===== src/rtl/fifo_writeback_block_cache_directory_macros.svh =====
// ----------------------------------------------------------------------------
// fifo writeback block cache directory assertion macros
// shared property wrappers for the directory checks
// ----------------------------------------------------------------------------
`ifndef FIFO_WRITEBACK_BLOCK_CACHE_DIRECTORY_MACROS_SVH
`define FIFO_WRITEBACK_BLOCK_CACHE_DIRECTORY_MACROS_SVH

// same-cycle implication, sampled on clk_i, off during reset
`define FWBCD_ASSERT_IMPL(lbl, ante, cons) \
  lbl: assert property (@(posedge clk_i) disable iff (!rst_ni) (ante) |-> (cons)) \
    else $error("directory check failed");

// next-cycle implication, sampled on clk_i, off during reset
`define FWBCD_ASSERT_NEXT(lbl, ante, cons) \
  lbl: assert property (@(posedge clk_i) disable iff (!rst_ni) (ante) |=> (cons)) \
    else $error("directory check failed");

`endif


===== src/rtl/fwbcd_pkg.sv =====
// ----------------------------------------------------------------------------
// fwbcd_pkg
// types and codes shared by the cache directory modules
// ----------------------------------------------------------------------------
package fwbcd_pkg;

  localparam int ENTRIES_DEF = 16;
  localparam int CAP_W       = 5;
  localparam logic [CAP_W-1:0] CAP_RESET = 5'd16;

  localparam logic [2:0] CMD_READ  = 3'd0;
  localparam logic [2:0] CMD_WRITE = 3'd1;
  localparam logic [2:0] CMD_SYNC  = 3'd2;
  localparam logic [2:0] CMD_CLOSE = 3'd3;
  localparam logic [2:0] CMD_FLUSH = 3'd4;

  localparam logic [1:0] KIND_ACCESS = 2'd0;
  localparam logic [1:0] KIND_WB     = 2'd1;
  localparam logic [1:0] KIND_DONE   = 2'd2;

  typedef struct packed {
    logic [2:0]  command;
    logic [7:0]  file_id;
    logic [31:0] block_number;
  } req_t;

  typedef struct packed {
    logic [1:0]  result_kind;
    logic        hit;
    logic [7:0]  writeback_file;
    logic [31:0] writeback_block;
    logic        last;
  } rsp_t;

  typedef struct packed {
    logic [7:0]  file;
    logic [31:0] block;
    logic        dirty;
  } entry_t;

  typedef struct packed {
    logic valid;
    rsp_t rsp;
  } emit_t;

endpackage


===== src/rtl/fwbcd_mem.sv =====
// ----------------------------------------------------------------------------
// fwbcd_mem
// directory entry store, one write port and one registered read port
// ----------------------------------------------------------------------------
module fwbcd_mem
  import fwbcd_pkg::*;
#(
  parameter int DEPTH = ENTRIES_DEF,
  parameter int AW    = (DEPTH > 1) ? $clog2(DEPTH) : 1
) (
  input  logic          clk_i,
  input  logic          we_i,
  input  logic [AW-1:0] waddr_i,
  input  entry_t        wdata_i,
  input  logic          re_i,
  input  logic [AW-1:0] raddr_i,
  output entry_t        rdata_o
);

  entry_t mem_q [DEPTH];
  entry_t rdata_q;

  always_ff @(posedge clk_i) begin
    if (we_i) begin
      mem_q[waddr_i] <= wdata_i;
    end
  end

  always_ff @(posedge clk_i) begin
    if (re_i) begin
      rdata_q <= mem_q[raddr_i];
    end
  end

  assign rdata_o = rdata_q;

endmodule


===== src/rtl/fwbcd_out.sv =====
// ----------------------------------------------------------------------------
// fwbcd_out
// result output register, decouples the sequencer from receiver stalls
// ----------------------------------------------------------------------------
module fwbcd_out
  import fwbcd_pkg::*;
(
  input  logic  clk_i,
  input  logic  rst_ni,
  input  emit_t emit_i,
  output logic  emit_ok_o,
  output logic  rsp_valid_o,
  input  logic  rsp_stall_i,
  output rsp_t  rsp_o
);

  logic valid_q;
  rsp_t rsp_q;

  assign emit_ok_o = !valid_q || !rsp_stall_i;

  always_ff @(posedge clk_i or negedge rst_ni) begin
    if (!rst_ni) begin
      valid_q <= 1'b0;
    end else if (emit_i.valid) begin
      valid_q <= 1'b1;
    end else if (!rsp_stall_i) begin
      valid_q <= 1'b0;
    end
  end

  always_ff @(posedge clk_i) begin
    if (emit_i.valid) begin
      rsp_q <= emit_i.rsp;
    end
  end

  assign rsp_valid_o = valid_q;
  assign rsp_o       = rsp_q;

endmodule


===== src/rtl/fwbcd_ctrl.sv =====
// ----------------------------------------------------------------------------
// fwbcd_ctrl
// request sequencer: lookup, eviction, compaction and writeback sweeps
// ----------------------------------------------------------------------------
module fwbcd_ctrl
  import fwbcd_pkg::*;
#(
  parameter int ENTRIES = ENTRIES_DEF,
  parameter int AW      = (ENTRIES > 1) ? $clog2(ENTRIES) : 1
) (
  input  logic             clk_i,
  input  logic             rst_ni,
  input  logic             in_valid_i,
  input  req_t             in_req_i,
  output logic             in_stall_o,
  input  logic [CAP_W-1:0] cap_i,
  input  logic             emit_ok_i,
  output emit_t            emit_o,
  output logic             mem_re_o,
  output logic [AW-1:0]    mem_raddr_o,
  output logic             mem_we_o,
  output logic [AW-1:0]    mem_waddr_o,
  output entry_t           mem_wdata_o,
  input  entry_t           mem_rdata_i
);

  localparam int CW   = $clog2(ENTRIES + 1);
  localparam int CMPW = (CW > CAP_W) ? CW : CAP_W;

  typedef enum logic [2:0] {
    S_IDLE,
    S_LOOKUP,
    S_SWEEP,
    S_APPEND,
    S_DONE
  } state_e;

  state_e        state_q, state_d;
  logic [2:0]    cmd_q, cmd_d;
  logic [7:0]    file_q, file_d;
  logic [31:0]   block_q, block_d;
  logic [CW-1:0] count_q, count_d;
  logic [CW-1:0] rd_idx_q, rd_idx_d;
  logic [CW-1:0] wr_idx_q, wr_idx_d;
  logic          pend_q, pend_d;
  logic [AW-1:0] pend_idx_q, pend_idx_d;

  logic [CMPW-1:0] cap_ext, cnt_ext, eff_cap;
  logic            evict_need, is_access, more, hold, issue;
  logic            hit, sel, wb, drop;

  always_comb begin
    cap_ext = CMPW'(cap_i);
    cnt_ext = CMPW'(count_q);
    if (cap_ext == '0) begin
      eff_cap = CMPW'(1);
    end else if (cap_ext > CMPW'(ENTRIES)) begin
      eff_cap = CMPW'(ENTRIES);
    end else begin
      eff_cap = cap_ext;
    end
  end

  assign evict_need = (cnt_ext >= eff_cap) && (count_q != '0);
  assign is_access  = (cmd_q == CMD_READ) || (cmd_q == CMD_WRITE);
  assign more       = rd_idx_q < count_q;

  assign hit  = pend_q && (mem_rdata_i.file == file_q) && (mem_rdata_i.block == block_q);
  assign sel  = is_access ? (pend_idx_q == '0)
                          : ((cmd_q == CMD_FLUSH) || (mem_rdata_i.file == file_q));
  assign wb   = pend_q && sel && mem_rdata_i.dirty;
  assign drop = is_access ? sel : ((cmd_q == CMD_CLOSE) && sel);

  assign in_stall_o = (state_q != S_IDLE);

  always_comb begin
    state_d     = state_q;
    cmd_d       = cmd_q;
    file_d      = file_q;
    block_d     = block_q;
    count_d     = count_q;
    rd_idx_d    = rd_idx_q;
    wr_idx_d    = wr_idx_q;
    pend_d      = pend_q;
    pend_idx_d  = pend_idx_q;
    hold        = 1'b0;
    issue       = 1'b0;
    emit_o      = '0;
    mem_we_o    = 1'b0;
    mem_waddr_o = '0;
    mem_wdata_o = '0;

    unique case (state_q)
      S_IDLE: begin
        pend_d   = 1'b0;
        rd_idx_d = '0;
        wr_idx_d = '0;
        if (in_valid_i) begin
          cmd_d   = in_req_i.command;
          file_d  = in_req_i.file_id;
          block_d = in_req_i.block_number;
          unique case (in_req_i.command)
            CMD_READ, CMD_WRITE: state_d = S_LOOKUP;
            CMD_SYNC, CMD_CLOSE, CMD_FLUSH: state_d = S_SWEEP;
            default: state_d = S_IDLE;
          endcase
        end
      end

      S_LOOKUP: begin
        if (hit) begin
          hold = !emit_ok_i;
          if (emit_ok_i) begin
            emit_o.valid           = 1'b1;
            emit_o.rsp.result_kind = KIND_ACCESS;
            emit_o.rsp.hit         = 1'b1;
            emit_o.rsp.last        = 1'b1;
            mem_we_o               = (cmd_q == CMD_WRITE);
            mem_waddr_o            = pend_idx_q;
            mem_wdata_o            = '{file: file_q, block: block_q, dirty: 1'b1};
            state_d                = S_IDLE;
          end
        end else begin
          issue = more;
          if (!pend_q && !more) begin
            rd_idx_d = '0;
            wr_idx_d = '0;
            state_d  = evict_need ? S_SWEEP : S_APPEND;
          end
        end
      end

      S_SWEEP: begin
        hold = wb && !emit_ok_i;
        if (!hold) begin
          issue = more;
          if (pend_q) begin
            if (wb) begin
              emit_o.valid               = 1'b1;
              emit_o.rsp.result_kind     = KIND_WB;
              emit_o.rsp.writeback_file  = mem_rdata_i.file;
              emit_o.rsp.writeback_block = mem_rdata_i.block;
            end
            if (!drop) begin
              mem_we_o    = 1'b1;
              mem_waddr_o = wr_idx_q[AW-1:0];
              mem_wdata_o = '{file:  mem_rdata_i.file,
                              block: mem_rdata_i.block,
                              dirty: mem_rdata_i.dirty & ~sel};
              wr_idx_d    = wr_idx_q + CW'(1);
            end
          end else if (!more) begin
            count_d = wr_idx_q;
            state_d = is_access ? S_APPEND : S_DONE;
          end
        end
      end

      S_APPEND: begin
        if (emit_ok_i) begin
          emit_o.valid           = 1'b1;
          emit_o.rsp.result_kind = KIND_ACCESS;
          emit_o.rsp.last        = 1'b1;
          mem_we_o               = 1'b1;
          mem_waddr_o            = count_q[AW-1:0];
          mem_wdata_o            = '{file: file_q, block: block_q,
                                     dirty: (cmd_q == CMD_WRITE)};
          count_d                = count_q + CW'(1);
          state_d                = S_IDLE;
        end
      end

      S_DONE: begin
        if (emit_ok_i) begin
          emit_o.valid           = 1'b1;
          emit_o.rsp.result_kind = KIND_DONE;
          emit_o.rsp.last        = 1'b1;
          state_d                = S_IDLE;
        end
      end

      default: state_d = S_IDLE;
    endcase

    if (state_q == S_LOOKUP || state_q == S_SWEEP) begin
      if (!hold) begin
        pend_d     = issue;
        pend_idx_d = rd_idx_q[AW-1:0];
        if (issue) begin
          rd_idx_d = rd_idx_q + CW'(1);
        end
      end
    end
  end

  assign mem_re_o    = issue;
  assign mem_raddr_o = rd_idx_q[AW-1:0];

  always_ff @(posedge clk_i or negedge rst_ni) begin
    if (!rst_ni) begin
      state_q    <= S_IDLE;
      cmd_q      <= CMD_READ;
      file_q     <= '0;
      block_q    <= '0;
      count_q    <= '0;
      rd_idx_q   <= '0;
      wr_idx_q   <= '0;
      pend_q     <= 1'b0;
      pend_idx_q <= '0;
    end else begin
      state_q    <= state_d;
      cmd_q      <= cmd_d;
      file_q     <= file_d;
      block_q    <= block_d;
      count_q    <= count_d;
      rd_idx_q   <= rd_idx_d;
      wr_idx_q   <= wr_idx_d;
      pend_q     <= pend_d;
      pend_idx_q <= pend_idx_d;
    end
  end

endmodule


===== src/rtl/fifo_writeback_block_cache_directory.sv =====
// ----------------------------------------------------------------------------
// fifo_writeback_block_cache_directory
// write-back block cache directory with fifo replacement
// ----------------------------------------------------------------------------
// usage:
//   in channel (in_valid_i / in_stall_o / in_req_i) carries one request:
//   read or write access, sync file, close file or flush all.
//   rsp channel (rsp_valid_o / rsp_stall_i / rsp_o) returns writeback
//   requests in directory order, then one closing result with last set.
//   cfg channel (cfg_valid_i / cfg_ready_o / cfg_data_i) sets the capacity.
// sequencing:
//   a hit ends the lookup at the matching entry; a miss scans every entry,
//   then sweeps the directory when the oldest entry is evicted; sync, close
//   and flush sweep every entry.
//   one entry per cycle through the single read port of the entry memory,
//   except while a result waits for the output register.
//   a new request is taken only when the sequencer is idle; the last result
//   may still sit in the output register at that time.
// reset: directory empty, capacity 16, no clearing pass.
// stall: a held output register pauses the sweep without losing results.
// ----------------------------------------------------------------------------
module fifo_writeback_block_cache_directory
  import fwbcd_pkg::*;
#(
  parameter int ENTRIES = ENTRIES_DEF
) (
  input  logic             clk_i,
  input  logic             rst_ni,
  input  logic             in_valid_i,
  output logic             in_stall_o,
  input  req_t             in_req_i,
  output logic             rsp_valid_o,
  input  logic             rsp_stall_i,
  output rsp_t             rsp_o,
  input  logic             cfg_valid_i,
  output logic             cfg_ready_o,
  input  logic [CAP_W-1:0] cfg_data_i
);

  `include "fifo_writeback_block_cache_directory_macros.svh"

  localparam int AW = (ENTRIES > 1) ? $clog2(ENTRIES) : 1;

  logic [CAP_W-1:0] cap_q;
  emit_t            emit;
  logic             emit_ok;
  logic             mem_re, mem_we;
  logic [AW-1:0]    mem_raddr, mem_waddr;
  entry_t           mem_wdata, mem_rdata;
  logic             acc_take;

  assign cfg_ready_o = !in_stall_o;

  assign acc_take = in_valid_i && !in_stall_o &&
                    (in_req_i.command == CMD_READ || in_req_i.command == CMD_WRITE);

  always_ff @(posedge clk_i or negedge rst_ni) begin
    if (!rst_ni) begin
      cap_q <= CAP_RESET;
    end else if (cfg_valid_i && cfg_ready_o) begin
      cap_q <= cfg_data_i;
    end
  end

  fwbcd_ctrl #(
    .ENTRIES (ENTRIES),
    .AW      (AW)
  ) u_ctrl (
    .clk_i       (clk_i),
    .rst_ni      (rst_ni),
    .in_valid_i  (in_valid_i),
    .in_req_i    (in_req_i),
    .in_stall_o  (in_stall_o),
    .cap_i       (cap_q),
    .emit_ok_i   (emit_ok),
    .emit_o      (emit),
    .mem_re_o    (mem_re),
    .mem_raddr_o (mem_raddr),
    .mem_we_o    (mem_we),
    .mem_waddr_o (mem_waddr),
    .mem_wdata_o (mem_wdata),
    .mem_rdata_i (mem_rdata)
  );

  fwbcd_mem #(
    .DEPTH (ENTRIES),
    .AW    (AW)
  ) u_mem (
    .clk_i   (clk_i),
    .we_i    (mem_we),
    .waddr_i (mem_waddr),
    .wdata_i (mem_wdata),
    .re_i    (mem_re),
    .raddr_i (mem_raddr),
    .rdata_o (mem_rdata)
  );

  fwbcd_out u_out (
    .clk_i       (clk_i),
    .rst_ni      (rst_ni),
    .emit_i      (emit),
    .emit_ok_o   (emit_ok),
    .rsp_valid_o (rsp_valid_o),
    .rsp_stall_i (rsp_stall_i),
    .rsp_o       (rsp_o)
  );

  `FWBCD_ASSERT_IMPL(a_emit_room, emit.valid, emit_ok)
  `FWBCD_ASSERT_IMPL(a_idle_quiet, !in_stall_o, !emit.valid && !mem_we)
  `FWBCD_ASSERT_NEXT(a_access_busy, acc_take, in_stall_o)

endmodule

===== config.mk =====
export PLATFORM = sky130hd
export DESIGN_NAME = fifo_writeback_block_cache_directory
export DESIGN_NICKNAME = d
export VERILOG_FILES = /design/src/rtl/fwbcd_pkg.sv /design/src/rtl/fwbcd_mem.sv /design/src/rtl/fwbcd_out.sv /design/src/rtl/fwbcd_ctrl.sv /design/src/rtl/fifo_writeback_block_cache_directory.sv
export VERILOG_INCLUDE_DIRS = /design/src /design/src/rtl
export SDC_FILE = /design/constraint.sdc
export NUM_CORES = 1
export LEC_CHECK = 0
export ABC_AREA = 1
export BUFFER_PORTS_ARGS = -buffer_cell sky130_fd_sc_hd__buf_2
export CAP_MARGIN = 20
export CORE_MARGIN = 3
export CORE_UTILIZATION = 30
export CTS_BUF_LIST = sky130_fd_sc_hd__clkbuf_8 sky130_fd_sc_hd__clkbuf_16
export DETAILED_ROUTE_END_ITERATION = 10
export GPL_TIMING_DRIVEN = 0
export HOLD_SLACK_MARGIN = 0.05
export PLACE_DENSITY_LB_ADDON = 0.15
export SYNTH_ARGS = -nofsm -noshare
export SYNTH_HDL_FRONTEND = slang
export SYNTH_HIERARCHICAL = 1
export SYNTH_SLANG_ARGS = --single-unit

===== constraint.sdc =====
create_clock -name clk_i -period 5.4 [get_ports clk_i]
set_input_delay 0.54 -clock clk_i [delete_from_list [all_inputs] [get_ports clk_i]]
set_output_delay 0.54 -clock clk_i [all_outputs]
set_load 0.005 [all_outputs]

==> impl_metrics.toml <==
[synthesis]
yosys.area.top_type_share = 0.610
yosys_warnings = 6
synthCells = 3617
synth-seq-cells = 813
synth_fp_nets = 3683
syn-cell-area_sq_mm = 0.0365
yosysTopAreaCell = "edfxtp_1"
post_synth.cell_area_avg_sq_um = 10.1
yosysUniqueCellTypes = 42
synthTopCellsByArea = "edfxtp_1, nand2_1, nand3_1, inv_1, dfrtp_1"
seq_area_frac_synth = 0.660

[finish]
multi_input_area_sq_mm = 0.00915
final-instance-count-excl-fill = 5539
layout.nets = 3911
n_fill_cell = 12091
ff_latch_area_sq_mm = 0.0241
fin_util = 0.357
stdcell_area_sq_mm = 0.0430
drive_gt1_frac = 0.133
area_delta_synth_final_pct = 17.8

[setup_path]
start_kind = "flop"
cpMostUsedCell = "nand2_1"
critPathSlowestCell = "nor2_4"
cp_top_family = "simple AND/OR/NAND/NOR gates"
crit_buf_inv = 3
worstPathRequired_ps = 5750
cp-end-kind = "flop"
crit_fanout = 21
path_class = "reg2reg"
worstPathArrival_ps = 5520
slowest_delay_ps = 820
crit_chain = "inv_2, nand2_1, nand2_1, nand2_1, nor2_1, nand2_1, nand2_1, nand3_1, nand3_2, buf_4, o211ai_1, nand3b_1, nor2_4, buf_12"

[die]
coreArea_sq_mm = 0.120
die-height_um = 355
io_pins = 100
die_w_um = 355
die-area_sq_mm = 0.126
initial_utilization = 0.303
rows = 127

[sta]
min_period_over_period = 0.957
worstMarginPinSlew_ps = 1260
hold_viol = 0
rsz0062_at_grt = "no"
finalMaxSlewViolations = 0
hold_slack_ps = 110
fin_crit_ps = 5170
setup_violations = 0
skew_ps = 23.7
max-slew-margin-rel = 0.151
fmax_mhz = 194

[outcome]
status = "finished clean"

[grt]
antenna_found_initial = 2
grt_pass1_vias = 24515
grt-ovfl-total = 0
grt_pass1_wl_um = 178000
grt.total_usage = 0.198
grt_max_degree = 44

[drt]
drt_wl_total_um = 126000
drc_errors = 0
wl_per_cell_um = 22.7
vias = 26179
ant_nets = 0
vias_per_cell = 4.73
first_pass_iters = 6
drt_iter0_drc = 2432

[place]
place_area_sq_mm = 0.0398
hpwlAfterDp_um = 87000
gp_congestion = 0.845
io_buffers = 99
placedCellCount = 5360

[cts]
cts_buffer_depth = 3
clk_latency_ps = 670
numCtsBuffers = 94
clockRootBuffer = "clkbuf_16"
clk_pin_slew_ps = 60
cts_tree = "built"
htree_levels = 3
cts_sinks = 813

[pwr]
cellPowerDensity_mw_per_mm2 = 560
power_leakage_nw = 18.5
ir_drop_v = 0.000305

[worst_hold_path]
hold_class = "in2reg"

[run]
drv_cap = 0
[worst paths after layout]
check | start | end | slack (ps) | cells past startpoint
worst min-delay path | rsp_stall_i | u_out/rsp_valid_o$_DFFE_PN0P_ | 110 | 3
worst max-delay path | u_mem/rdata_o[40]$_DFFE_PP_ | u_mem/mem_q[10][20]$_DFFE_PP_ | 230 | 14
worst min register to register | cap_q[4]$_DFFE_PN1P_ | cap_q[4]$_DFFE_PN1P_ | 490 | 2
min in group asynchronous | rst_ni | u_out/rsp_valid_o$_DFFE_PN0P_ | 420 | 2
worst max register to register | u_mem/rdata_o[40]$_DFFE_PP_ | u_mem/mem_q[10][20]$_DFFE_PP_ | 230 | 14
max in group asynchronous | rst_ni | cap_q[4]$_DFFE_PN1P_ | 4290 | 3
[repair_timing]
item                                    CTS  global route
hold buffers                              1             0
endpoints found under the setup margin    0            21
buffers inserted                          0             0
resized for setup                         0             1
hold endpoints to repair                 29             0
[tightest hold or removal path, delay by kind of cell]
kind	cells	cell delay (ps)
buffers and inverters	1	80
and+or+nand+nor	2	110
[layout by cell type (no fill, tap or decap), types with 42 or more instances in the layout]
master | Yosys | routed
nand2_1 | 1114 | 1114
edfxtp_1 | 741 | 741
inv_1 | 598 | 613
nand3_1 | 538 | 536
buf_2 | 80 | 178
nor2_1 | 158 | 142
clkbuf_16 | 0 | 96
dfrtp_1 | 71 | 71
a21oi_1 | 44 | 44
buf_6 | 42 | 42
[layout make-up]
cell class	instances	share of cell area
tap	1612	0.0470
antenna	3	0.000175
multi-input combinational	2023	0.213
clock inverter	70	0.0146
clock buffer	105	0.0588
inverter	619	0.0542
buffer	162	0.0252
timing repair buffer	132	0.0270
sequential	813	0.560
[report_power, final]
group | internal (W) | switching (W)
sequential | 0.00853 | 0.000435
combinational | 0.00222 | 0.00636
clock | 0.00387 | 0.00266
[state kept, by name, summed over array words and instances, names as in the netlist]
name	cells
u_ctrl/cnt_ext	5
u_ctrl/block_q	32
u_ctrl/pend_idx_q	4
u_ctrl/cmd_q	3
u_ctrl/rd_idx_q	5
u_ctrl/state_q	3
u_ctrl/wr_idx_q	5
u_ctrl/file_q	8
u_ctrl/pend_q	1
u_mem/mem_q	656
u_out/rsp_valid_o	1
u_mem/rdata_o	41
cap_q	5
u_out/rsp_o	44
[routing by layer]
layer	share of wire	wire, um	track usage
met1	0.47	58900	0.287
met2	0.44	55000	0.303
met3	0.067	8450	0.0330
met4	0.029	3630	0.0560
met5	0	0	0
[cells by family after synthesis]
| family | Yosys count | share of synthesized area |
|---|---|---|
| fa+ha+maj | 13 | 0.00446 |
| buf+inv | 781 | 0.0935 |
| flops | 813 | 0.660 |
| simple gates | 1867 | 0.215 |
| compound gates | 122 | 0.0218 |
| mux | 6 | 0.00185 |
| xor+xnor | 15 | 0.00360 |
[Yosys cell counts, drive strengths merged]
| cell | number |
|---|---|
| nand2 | 1129 |
| edfxtp | 741 |
| inv | 619 |
| nand3 | 539 |
| nor2 | 161 |
| buf | 145 |
| dfrtp | 71 |
| o21ai | 62 |
| a21oi | 44 |
| nand4 | 22 |
| clkbuf | 17 |
| ha | 13 |
| xor2 | 9 |
| mux2 | 6 |
| o211ai | 6 |
| xnor2 | 6 |
| a31oi | 5 |
| nor3 | 5 |
| nor4 | 5 |
| nand3b | 3 |
| o21bai | 2 |
| or2 | 2 |
| a211oi | 1 |
| a21o | 1 |
| and2 | 1 |
| dfstp | 1 |
| o22ai | 1 |
[per-stage QoR]
stage | setup WS, ps | setup TNS, ps | power (W)
after floorplan | 1350 | 0 | 0.0139
after global placement | -2940 | -1631450 | 0.0175
after detailed placement | 89.0 | 0 | 0.0176
after CTS | 65.6 | 0 | 0.0242
after global routing | 71.6 | 0 | 0.0253
final | 233 | 0 | 0.0241
Power figures use the tool's default switching activity.
